--- src/rtl/btbg_pkg.sv ---
package btbg_pkg;

   localparam int OP_W     = 2;
   localparam int FREQ_W   = 16;
   localparam int DUR_W    = 16;
   localparam int PERIOD_W = 20;
   localparam int CMP_W    = 19;
   localparam int LEFT_W   = 23;
   localparam int DIV_W    = 26;
   localparam int STEP_W   = $clog2(DIV_W);
   localparam int MS_W     = 10;

   localparam logic [OP_W-1:0] OP_TICK = 2'd0;
   localparam logic [OP_W-1:0] OP_TONE = 2'd1;
   localparam logic [OP_W-1:0] OP_BEEP = 2'd2;
   localparam logic [OP_W-1:0] OP_STOP = 2'd3;

   localparam logic [DIV_W-1:0]    TICKS_PER_SECOND = 26'd1000000;
   localparam logic [MS_W-1:0]     TICKS_PER_MS     = 10'd1000;
   localparam logic [PERIOD_W-1:0] RESET_PERIOD     = 20'd1000;
   localparam logic [CMP_W-1:0]    RESET_COMPARE    = 19'd500;

   typedef struct packed {
      logic [OP_W-1:0]   operation;
      logic [FREQ_W-1:0] freq_hz;
      logic [DUR_W-1:0]  length_ms;
   } req_type;

   typedef struct packed {
      logic              tone_level;
      logic              sounding;
      logic [LEFT_W-1:0] beep_periods_left;
   } rsp_type;

   typedef enum logic [1:0] {
      KIND_TICK,
      KIND_TONE,
      KIND_BEEP,
      KIND_STOP
   } kind_type;

   // Classified command as it sits in the queue between front and back.
   typedef struct packed {
      kind_type          kind;
      logic [FREQ_W-1:0] freq_hz;
      logic [DIV_W-1:0]  scaled_dur;
   } cmd_type;

   typedef struct packed {
      logic              start;
      logic [DIV_W-1:0]  dividend;
      logic [PERIOD_W-1:0] divisor;
   } div_req_type;

   typedef struct packed {
      logic             done;
      logic [DIV_W-1:0] quotient;
   } div_rsp_type;

endpackage

--- src/rtl/btbg_front.sv ---
module btbg_front (
   input  logic              clock,
   input  logic              reset,
   input  logic              req_valid,
   output logic              req_ready,
   input  btbg_pkg::req_type req_data,
   output logic              head_valid,
   output btbg_pkg::cmd_type head_cmd,
   input  logic              head_pop
);
   import btbg_pkg::*;

   localparam int DEPTH = 2;

   cmd_type    queue_ff [DEPTH];
   logic       wr_ptr_ff;
   logic       wr_ptr_in;
   logic       rd_ptr_ff;
   logic       rd_ptr_in;
   logic [1:0] fill_ff;
   logic [1:0] fill_in;
   logic       push;
   cmd_type    cmd;

   // A zero frequency, or a beep of zero length, is just a stop.
   always_comb begin
      cmd.freq_hz    = req_data.freq_hz;
      cmd.scaled_dur = DIV_W'(req_data.length_ms) * DIV_W'(TICKS_PER_MS);
      unique case (req_data.operation)
         OP_TICK: cmd.kind = KIND_TICK;
         OP_TONE: cmd.kind = (req_data.freq_hz == '0) ? KIND_STOP : KIND_TONE;
         OP_BEEP: cmd.kind = (req_data.freq_hz == '0 || req_data.length_ms == '0)
                             ? KIND_STOP : KIND_BEEP;
         default: cmd.kind = KIND_STOP;
      endcase
   end

   assign req_ready  = (fill_ff != 2'(DEPTH));
   assign push       = req_valid && req_ready;
   assign head_valid = (fill_ff != '0);
   assign head_cmd   = queue_ff[rd_ptr_ff];

   always_comb begin
      wr_ptr_in = push ? !wr_ptr_ff : wr_ptr_ff;
      rd_ptr_in = head_pop ? !rd_ptr_ff : rd_ptr_ff;
      fill_in   = fill_ff + 2'(push) - 2'(head_pop);
   end

   always_ff @(posedge clock) begin
      if (push) begin
         queue_ff[wr_ptr_ff] <= cmd;
      end
   end

   always_ff @(posedge clock) begin
      if (reset) begin
         wr_ptr_ff <= 1'b0;
         rd_ptr_ff <= 1'b0;
         fill_ff   <= '0;
      end else begin
         wr_ptr_ff <= wr_ptr_in;
         rd_ptr_ff <= rd_ptr_in;
         fill_ff   <= fill_in;
      end
   end

endmodule

--- src/rtl/btbg_divider.sv ---
module btbg_divider (
   input  logic                  clock,
   input  logic                  reset,
   input  btbg_pkg::div_req_type div_req,
   output btbg_pkg::div_rsp_type div_rsp
);
   import btbg_pkg::*;

   logic                busy_ff;
   logic                busy_in;
   logic                done_ff;
   logic                done_in;
   logic [STEP_W-1:0]   step_ff;
   logic [STEP_W-1:0]   step_in;
   logic [DIV_W-1:0]    quot_ff;
   logic [DIV_W-1:0]    quot_in;
   logic [PERIOD_W-1:0] rem_ff;
   logic [PERIOD_W-1:0] rem_in;
   logic [PERIOD_W-1:0] divisor_ff;
   logic [PERIOD_W-1:0] divisor_in;
   logic [PERIOD_W:0]   trial;
   logic [PERIOD_W:0]   diff;
   logic                fits;

   // Restoring division, one quotient bit per cycle.
   always_comb begin
      trial = {rem_ff, quot_ff[DIV_W-1]};
      diff  = trial - {1'b0, divisor_ff};
      fits  = (trial >= {1'b0, divisor_ff});

      busy_in    = busy_ff;
      done_in    = 1'b0;
      step_in    = step_ff;
      quot_in    = quot_ff;
      rem_in     = rem_ff;
      divisor_in = divisor_ff;
      if (div_req.start) begin
         busy_in    = 1'b1;
         step_in    = STEP_W'(DIV_W - 1);
         quot_in    = div_req.dividend;
         rem_in     = '0;
         divisor_in = div_req.divisor;
      end else if (busy_ff) begin
         rem_in  = fits ? diff[PERIOD_W-1:0] : trial[PERIOD_W-1:0];
         quot_in = {quot_ff[DIV_W-2:0], fits};
         if (step_ff == '0) begin
            busy_in = 1'b0;
            done_in = 1'b1;
         end else begin
            step_in = step_ff - 1'b1;
         end
      end
   end

   always_ff @(posedge clock) begin
      quot_ff    <= quot_in;
      rem_ff     <= rem_in;
      divisor_ff <= divisor_in;
      step_ff    <= step_in;
   end

   always_ff @(posedge clock) begin
      if (reset) begin
         busy_ff <= 1'b0;
         done_ff <= 1'b0;
      end else begin
         busy_ff <= busy_in;
         done_ff <= done_in;
      end
   end

   assign div_rsp.done     = done_ff;
   assign div_rsp.quotient = quot_ff;

endmodule

--- src/rtl/btbg_back.sv ---
module btbg_back (
   input  logic                  clock,
   input  logic                  reset,
   input  logic                  head_valid,
   input  btbg_pkg::cmd_type     head_cmd,
   output logic                  head_pop,
   output btbg_pkg::div_req_type div_req,
   input  btbg_pkg::div_rsp_type div_rsp,
   output logic                  rsp_valid,
   input  logic                  rsp_ready,
   output btbg_pkg::rsp_type     rsp_data
);
   import btbg_pkg::*;

   typedef enum logic [1:0] {
      S_IDLE,
      S_PERIOD,
      S_COUNT,
      S_FINISH
   } state_type;

   state_type           state_ff;
   state_type           state_in;
   logic [PERIOD_W-1:0] period_ff;
   logic [PERIOD_W-1:0] period_in;
   logic [CMP_W-1:0]    compare_ff;
   logic [CMP_W-1:0]    compare_in;
   logic [PERIOD_W-1:0] tick_ff;
   logic [PERIOD_W-1:0] tick_in;
   logic [LEFT_W-1:0]   left_ff;
   logic [LEFT_W-1:0]   left_in;
   logic                on_ff;
   logic                on_in;
   logic                counting_ff;
   logic                counting_in;
   logic [PERIOD_W-1:0] calc_period_ff;
   logic [PERIOD_W-1:0] calc_period_in;
   logic [LEFT_W-1:0]   calc_count_ff;
   logic [LEFT_W-1:0]   calc_count_in;
   logic                rsp_valid_ff;
   logic                rsp_valid_in;
   rsp_type             rsp_data_ff;
   rsp_type             rsp_data_in;

   // State after the head command, valid once its divisions are done.
   logic [PERIOD_W-1:0] a_period;
   logic [CMP_W-1:0]    a_compare;
   logic [PERIOD_W-1:0] a_tick;
   logic [LEFT_W-1:0]   a_left;
   logic                a_on;
   logic                a_counting;
   logic                wrap;
   logic                out_free;
   logic                commit;

   always_comb begin
      a_period   = period_ff;
      a_compare  = compare_ff;
      a_tick     = tick_ff;
      a_left     = left_ff;
      a_on       = on_ff;
      a_counting = counting_ff;
      wrap = (period_ff == '0) || ({1'b0, tick_ff} + 1'b1 >= {1'b0, period_ff});
      unique case (head_cmd.kind)
         KIND_TICK: begin
            if (on_ff) begin
               if (wrap) begin
                  a_tick = '0;
                  if (counting_ff && left_ff != '0) begin
                     a_left = left_ff - 1'b1;
                     if (left_ff == LEFT_W'(1)) begin
                        a_counting = 1'b0;
                        a_on       = 1'b0;
                     end
                  end
               end else begin
                  a_tick = tick_ff + 1'b1;
               end
            end
         end
         KIND_TONE: begin
            a_period   = calc_period_ff;
            a_compare  = calc_period_ff[PERIOD_W-1:1];
            a_tick     = '0;
            a_left     = '0;
            a_counting = 1'b0;
            a_on       = 1'b1;
         end
         KIND_BEEP: begin
            // A beep during a beep only stretches the budget.
            if (left_ff != '0) begin
               if (calc_count_ff > left_ff) begin
                  a_left = calc_count_ff;
               end
            end else begin
               a_period   = calc_period_ff;
               a_compare  = calc_period_ff[PERIOD_W-1:1];
               a_tick     = '0;
               a_left     = calc_count_ff;
               a_counting = 1'b1;
               a_on       = 1'b1;
            end
         end
         default: begin
            a_left     = '0;
            a_counting = 1'b0;
            a_on       = 1'b0;
         end
      endcase
   end

   assign out_free = !rsp_valid_ff || rsp_ready;

   always_comb begin
      state_in         = state_ff;
      calc_period_in   = calc_period_ff;
      calc_count_in    = calc_count_ff;
      commit           = 1'b0;
      div_req.start    = 1'b0;
      div_req.dividend = TICKS_PER_SECOND;
      div_req.divisor  = PERIOD_W'(head_cmd.freq_hz);
      unique case (state_ff)
         S_IDLE: begin
            if (head_valid) begin
               if (head_cmd.kind == KIND_TONE || head_cmd.kind == KIND_BEEP) begin
                  div_req.start = 1'b1;
                  state_in      = S_PERIOD;
               end else if (out_free) begin
                  commit = 1'b1;
               end
            end
         end
         S_PERIOD: begin
            if (div_rsp.done) begin
               calc_period_in = div_rsp.quotient[PERIOD_W-1:0];
               if (head_cmd.kind == KIND_BEEP) begin
                  // Round to the nearest whole period.
                  div_req.start    = 1'b1;
                  div_req.dividend = head_cmd.scaled_dur
                                     + DIV_W'(div_rsp.quotient[PERIOD_W-1:1]);
                  div_req.divisor  = div_rsp.quotient[PERIOD_W-1:0];
                  state_in         = S_COUNT;
               end else begin
                  state_in = S_FINISH;
               end
            end
         end
         S_COUNT: begin
            if (div_rsp.done) begin
               calc_count_in = (div_rsp.quotient == '0) ? LEFT_W'(1)
                               : div_rsp.quotient[LEFT_W-1:0];
               state_in      = S_FINISH;
            end
         end
         default: begin
            if (out_free) begin
               commit   = 1'b1;
               state_in = S_IDLE;
            end
         end
      endcase

      period_in   = commit ? a_period   : period_ff;
      compare_in  = commit ? a_compare  : compare_ff;
      tick_in     = commit ? a_tick     : tick_ff;
      left_in     = commit ? a_left     : left_ff;
      on_in       = commit ? a_on       : on_ff;
      counting_in = commit ? a_counting : counting_ff;

      rsp_valid_in = commit ? 1'b1 : (rsp_ready ? 1'b0 : rsp_valid_ff);
      rsp_data_in  = rsp_data_ff;
      if (commit) begin
         rsp_data_in.tone_level        = a_on && (a_tick < PERIOD_W'(a_compare));
         rsp_data_in.sounding          = a_on;
         rsp_data_in.beep_periods_left = a_left;
      end
   end

   assign head_pop = commit;

   always_ff @(posedge clock) begin
      if (reset) begin
         state_ff     <= S_IDLE;
         period_ff    <= RESET_PERIOD;
         compare_ff   <= RESET_COMPARE;
         tick_ff      <= '0;
         left_ff      <= '0;
         on_ff        <= 1'b0;
         counting_ff  <= 1'b0;
         rsp_valid_ff <= 1'b0;
      end else begin
         state_ff     <= state_in;
         period_ff    <= period_in;
         compare_ff   <= compare_in;
         tick_ff      <= tick_in;
         left_ff      <= left_in;
         on_ff        <= on_in;
         counting_ff  <= counting_in;
         rsp_valid_ff <= rsp_valid_in;
      end
      calc_period_ff <= calc_period_in;
      calc_count_ff  <= calc_count_in;
      rsp_data_ff    <= rsp_data_in;
   end

   assign rsp_valid = rsp_valid_ff;
   assign rsp_data  = rsp_data_ff;

endmodule

--- src/rtl/buzzer_tone_beep_generator.sv ---
// Buzzer tone generator stepped by a 1 MHz tick, with timed beeps.
// The req_ channel carries one item per tick or command: a one-microsecond
// tick, a continuous tone, a timed beep, or a stop. The rsp_ channel returns
// exactly one item per request, in order, holding the pin level, whether the
// tone is enabled, and the whole periods a timed beep still owes.
// A front stage classifies each request and pre-scales the beep length to
// ticks; a two-entry queue decouples it from the back stage, which owns the
// tone state and a shared 26-step restoring divider.
// Ticks and stops sustain one item per cycle while the receiver takes results
// and no tone or beep is ahead; each passes the queue, then the output register.
// A tone waits for one pass through the one-bit-per-cycle divider, a beep for two.
// Reset (synchronous, active high) silences the output, clears the beep
// budget and counter, restores a period of 1000 ticks with compare at 500,
// and empties the queue and output register.
// When the receiver stalls, the finished result holds in the output
// register; the queue keeps accepting until its two entries are full, and
// req_ready then drops until the receiver takes a result.
module buzzer_tone_beep_generator (
   input  logic              clock,
   input  logic              reset,
   input  logic              req_valid,
   output logic              req_ready,
   input  btbg_pkg::req_type req_data,
   output logic              rsp_valid,
   input  logic              rsp_ready,
   output btbg_pkg::rsp_type rsp_data
);
   import btbg_pkg::*;

   logic        head_valid;
   logic        head_pop;
   cmd_type     head_cmd;
   div_req_type div_req;
   div_rsp_type div_rsp;

   btbg_front u_front (
      .clock      (clock),
      .reset      (reset),
      .req_valid  (req_valid),
      .req_ready  (req_ready),
      .req_data   (req_data),
      .head_valid (head_valid),
      .head_cmd   (head_cmd),
      .head_pop   (head_pop)
   );

   btbg_divider u_divider (
      .clock   (clock),
      .reset   (reset),
      .div_req (div_req),
      .div_rsp (div_rsp)
   );

   btbg_back u_back (
      .clock      (clock),
      .reset      (reset),
      .head_valid (head_valid),
      .head_cmd   (head_cmd),
      .head_pop   (head_pop),
      .div_req    (div_req),
      .div_rsp    (div_rsp),
      .rsp_valid  (rsp_valid),
      .rsp_ready  (rsp_ready),
      .rsp_data   (rsp_data)
   );

endmodule
--- config.mk ---
export PLATFORM = sky130hd
export DESIGN_NAME = buzzer_tone_beep_generator
export DESIGN_NICKNAME = d
export VERILOG_FILES = /design/src/rtl/btbg_pkg.sv /design/src/rtl/btbg_front.sv /design/src/rtl/btbg_divider.sv /design/src/rtl/btbg_back.sv /design/src/rtl/buzzer_tone_beep_generator.sv
export SDC_FILE = /design/constraint.sdc
export NUM_CORES = 1
export LEC_CHECK = 0
export BUFFER_PORTS_ARGS = -buffer_cell sky130_fd_sc_hd__buf_2
export CAP_MARGIN = 20
export CORE_MARGIN = 2
export CORE_UTILIZATION = 25
export CTS_BUF_LIST = sky130_fd_sc_hd__clkbuf_2 sky130_fd_sc_hd__clkbuf_4 sky130_fd_sc_hd__clkbuf_8
export CTS_CLUSTER_SIZE = 8
export DETAILED_ROUTE_END_ITERATION = 8
export PLACE_DENSITY = 0.42
export SYNTH_ARGS = -nofsm -noshare
export SYNTH_HDL_FRONTEND = slang
export SYNTH_SLANG_ARGS = --single-unit
--- constraint.sdc ---
create_clock -name clock -period 5.3 [get_ports clock]
set_input_delay 0.53 -clock clock [delete_from_list [all_inputs] [get_ports clock]]
set_output_delay 0.53 -clock clock [all_outputs]
set_load 0.1 [all_outputs]
==> metrics <==
sequential-to-total area share from yosys stat 42.1%; Crit. End Element flip-flop; synth unique cells 79; global route overflow 0; Peak VDD IR 313 µV; setup violators final 0; largest net degree at the start of global routing 80; nets 2,287; Arrival @ worst endpoint 5490 ps; worst path required time 5810 ps; DR pass1 iterations 5; total negative slack 0 ps; first-pass GRT wire length 87,600 µm; worst slew pin tran 1090 ps; GRT Util Overall 13.7%; status finished clean; Power Density 680 nW/µm²; final antenna-violating net count 0; Rel. slew slack 27.6%; CTS tree yes; critical path class flip-flop to flip-flop; # hold bufs at CTS 0; Most common cell on crit path a21oi_1; Port Buffers 64; Worst Path Max Fanout 6; CP max stage cell or4b_2; Yosys Warn Count 0; Mapped Cells 1,940; sequential power share 28.7%; share of power burned in the clock network 14.7%; Post-Syn Area 19,600 µm²; commonest non-fill, non-tap cells in the layout 196 x edfxtp_1, 172 x ha_1, 171 x nand2_1, 134 x inv_1, 115 x a21oi_1; dpl hpwl 40,800 µm; via count 14,800; switching part of the total 46.4%; Fin. Hold Viols 0; CP startpoint kind flip-flop; Worst path max stage delay 630 ps; vias per cell 4.74; period utilization 94.0%; CP top delay family simple AND/OR/NAND/NOR gates; Worst-Skew Late Latency 660 ps; CTS Sinks 315; Comb power frac 56.7%; Fmax 201 MHz; CP Buf/Inv Count 0; final wirelength 55,600 µm; Post-synth EDFFs 196; Wirelength per Cell 17.9 µm; Vert. Die Dim 284 µm; ys async rst share 0%; unrepaired setup endpoints after global routing false; placed cells 3,001; row cnt 102; Placeable Area 77,600 µm²; die width 284 µm; Synth Net Count 2,206; crit path time final 4980 ps; root buffer cell clkbuf_8; Internal Power 8.22 mW; vias in the first global route 14,900; area grow syn2layout 14.9%; initial antenna violation count 6; Max Cap Viol 0; Clk pin slew, worst setup/hold paths 60 ps; Synth Flop Type edfxtp_1; share of cells above drive strength 1 13.1%; Post-Layout Cell Count 3,109; initial cell density of the core 25.3%; Pleak 8.71 nW; DR iter-0 viols 1,086; Synth Area per Inst 10.1 µm²; net switching power figure 7.12 mW; clk buf depth 3; GP Congestion 0.837; drt drc 0; hold_ws 97.7 ps; total die area 80,800 µm²; number of synthesized register bits 315; Setup WS post-layout 320 ps; total CTS buffers 57; worst min path class input pin to flip-flop; crit-path cells and4_1 -> nand4_1 -> nor2_2 -> nand4_1 -> xnor2_1 -> ha_1 -> a2111o_1 -> o221ai_2 -> or4b_2 -> or4_1 -> o21ai_1 -> ha_1 -> and4_1 -> a21oi_1 -> a21oi_1 -> a211oi_1 -> o2111ai_1 -> a21oi_1; Slew Limit Fails 0; Post-Place Setup Slack 72.0 ps; commonest non-fill, non-tap cell in the layout edfxtp_1; Setup Skew 37.3 ps; IO Pins 65; H-tree Lvls 2
-- synth_stat cells, types with 27 or more instances --
cell | count | share of area [%]
xnor2_1 | 70 | 3.1
fa_1 | 56 | 5.7
ha_1 | 172 | 11
a21oi_1 | 115 | 2.9
o21ai_0 | 98 | 2.5
edfxtp_1 | 196 | 30
o21a_1 | 28 | 1.1
clkbuf_1 | 88 | 1.7
nand4_1 | 27 | 0.86
nor4_1 | 34 | 1.1
nor2_1 | 116 | 2.2
nand2_1 | 171 | 3.3
nand3_1 | 46 | 1.2
inv_1 | 134 | 2.6
dfxtp_1 | 119 | 12
mux2i_1 | 62 | 3.2
a211oi_1 | 31 | 1.2
nor3_1 | 45 | 1.1
-- stage by stage --
stage | utilization [%] | power, mW | instance area [µm²]
3_5_place_dp | 27.6 | 13.1 | 21400
5_1_grt | 29.1 | 16.7 | 22600
2_1_floorplan | - | 10.6 | 19600
3_3_place_gp | 27.5 | 13.0 | 21400
4_1_cts | 29.0 | 15.5 | 22500
6_report | 29.1 | 15.3 | 22600
-- power by group through the flow --
stage          Combinational, mW  Sequential (mW)  Clock, mW
2_1_floorplan               5.90             4.66          0
3_3_place_gp                8.57             4.45          0
3_5_place_dp                8.68             4.46          0
4_1_cts                     8.74             4.42       2.36
5_1_grt                     9.71             4.51       2.44
6_report                    8.70             4.40       2.25
-- cell type report --
| class | instances | area, µm² |
|---|---|---|
| flip-flops and latches | 315 | 8280 |
| well taps | 1040 | 1300 |
| diodes | 1 | 2.50 |
| clock inverters | 29 | 126 |
| multi-input cells | 1385 | 10500 |
| fillers | 8200 | 55000 |
| clock buffers | 77 | 985 |
| inverters | 137 | 514 |
| repair buffers | 125 | 823 |
-- cells by family after synthesis --
group	share of synthesized area, %
and+or+nand+nor	13.1
AOI/OAI and AO/OA	14.9
DFF	42.1
buffers and inverters	4.64
adders and majority gates	16.7
xor gates and xnor gates	4.24
muxes	4.36
-- worst register-to-register path, delay by kind of cell, from the launching register on --
family | cells | cell delay, ps
simple gates | 7 | 2110
flops | 1 | 380
xor+xnor | 1 | 220
compound gates | 8 | 1560
fa+ha+maj | 2 | 560
-- final timing paths --
path	from	endpoint	slack (ps)	depth (start not counted)
max	u_back.tick_ff[4]	u_back.rsp_data[24]	320	18
min	req_data[16]	u_front.queue_ff[0][23]	100	1
max reg2reg	u_back.tick_ff[4]	u_back.rsp_data[24]	320	18
min reg2reg	u_divider.step_ff[4]	u_divider.step_ff[4]	440	2
-- registers in the layout (all words and copies together), names as in the netlist, named ones only --
| signal | count |
|---|---|
| u_front.queue_ff | 82 |
| u_divider.quot_ff | 26 |
| u_back.rsp_data | 25 |
| u_back.calc_count_ff | 23 |
| u_back.left_ff | 23 |
| u_back.calc_period_ff | 20 |
| u_back.period_ff | 20 |
| u_back.tick_ff | 20 |
| u_divider.divisor_ff | 20 |
| u_divider.rem_ff | 20 |
| u_back.compare_ff | 19 |
| u_divider.step_ff | 5 |
| u_back.state_ff | 2 |
| u_front.fill_ff | 2 |
| u_back.counting_ff | 1 |
| u_back.on_ff | 1 |
| u_back.rsp_valid | 1 |
| u_divider.busy_ff | 1 |
| u_divider.done_ff | 1 |
| u_front.rd_ptr_ff | 1 |
| u_front.wr_ptr_ff | 1 |
-- per-layer routing --
layer | wire, µm | global-route usage [%] | vias to the layer above | share of wire (%)
met5 | 52 | 0 | - | 0.093
met4 | 1140 | 4.04 | 8 | 2.1
met3 | 2250 | 2.13 | 78 | 4.0
met2 | 25400 | 22.3 | 268 | 46
met1 | 26800 | 18.7 | 7157 | 48
li1 | - | - | 7240 | -
-- what timing repair did --
action	4_1_cts	5_1_grt
setup buffers	0	1
setup endpoints to repair	0	1
gates resized for setup	0	18
No activity file was read; power rests on OpenSTA's default activity.
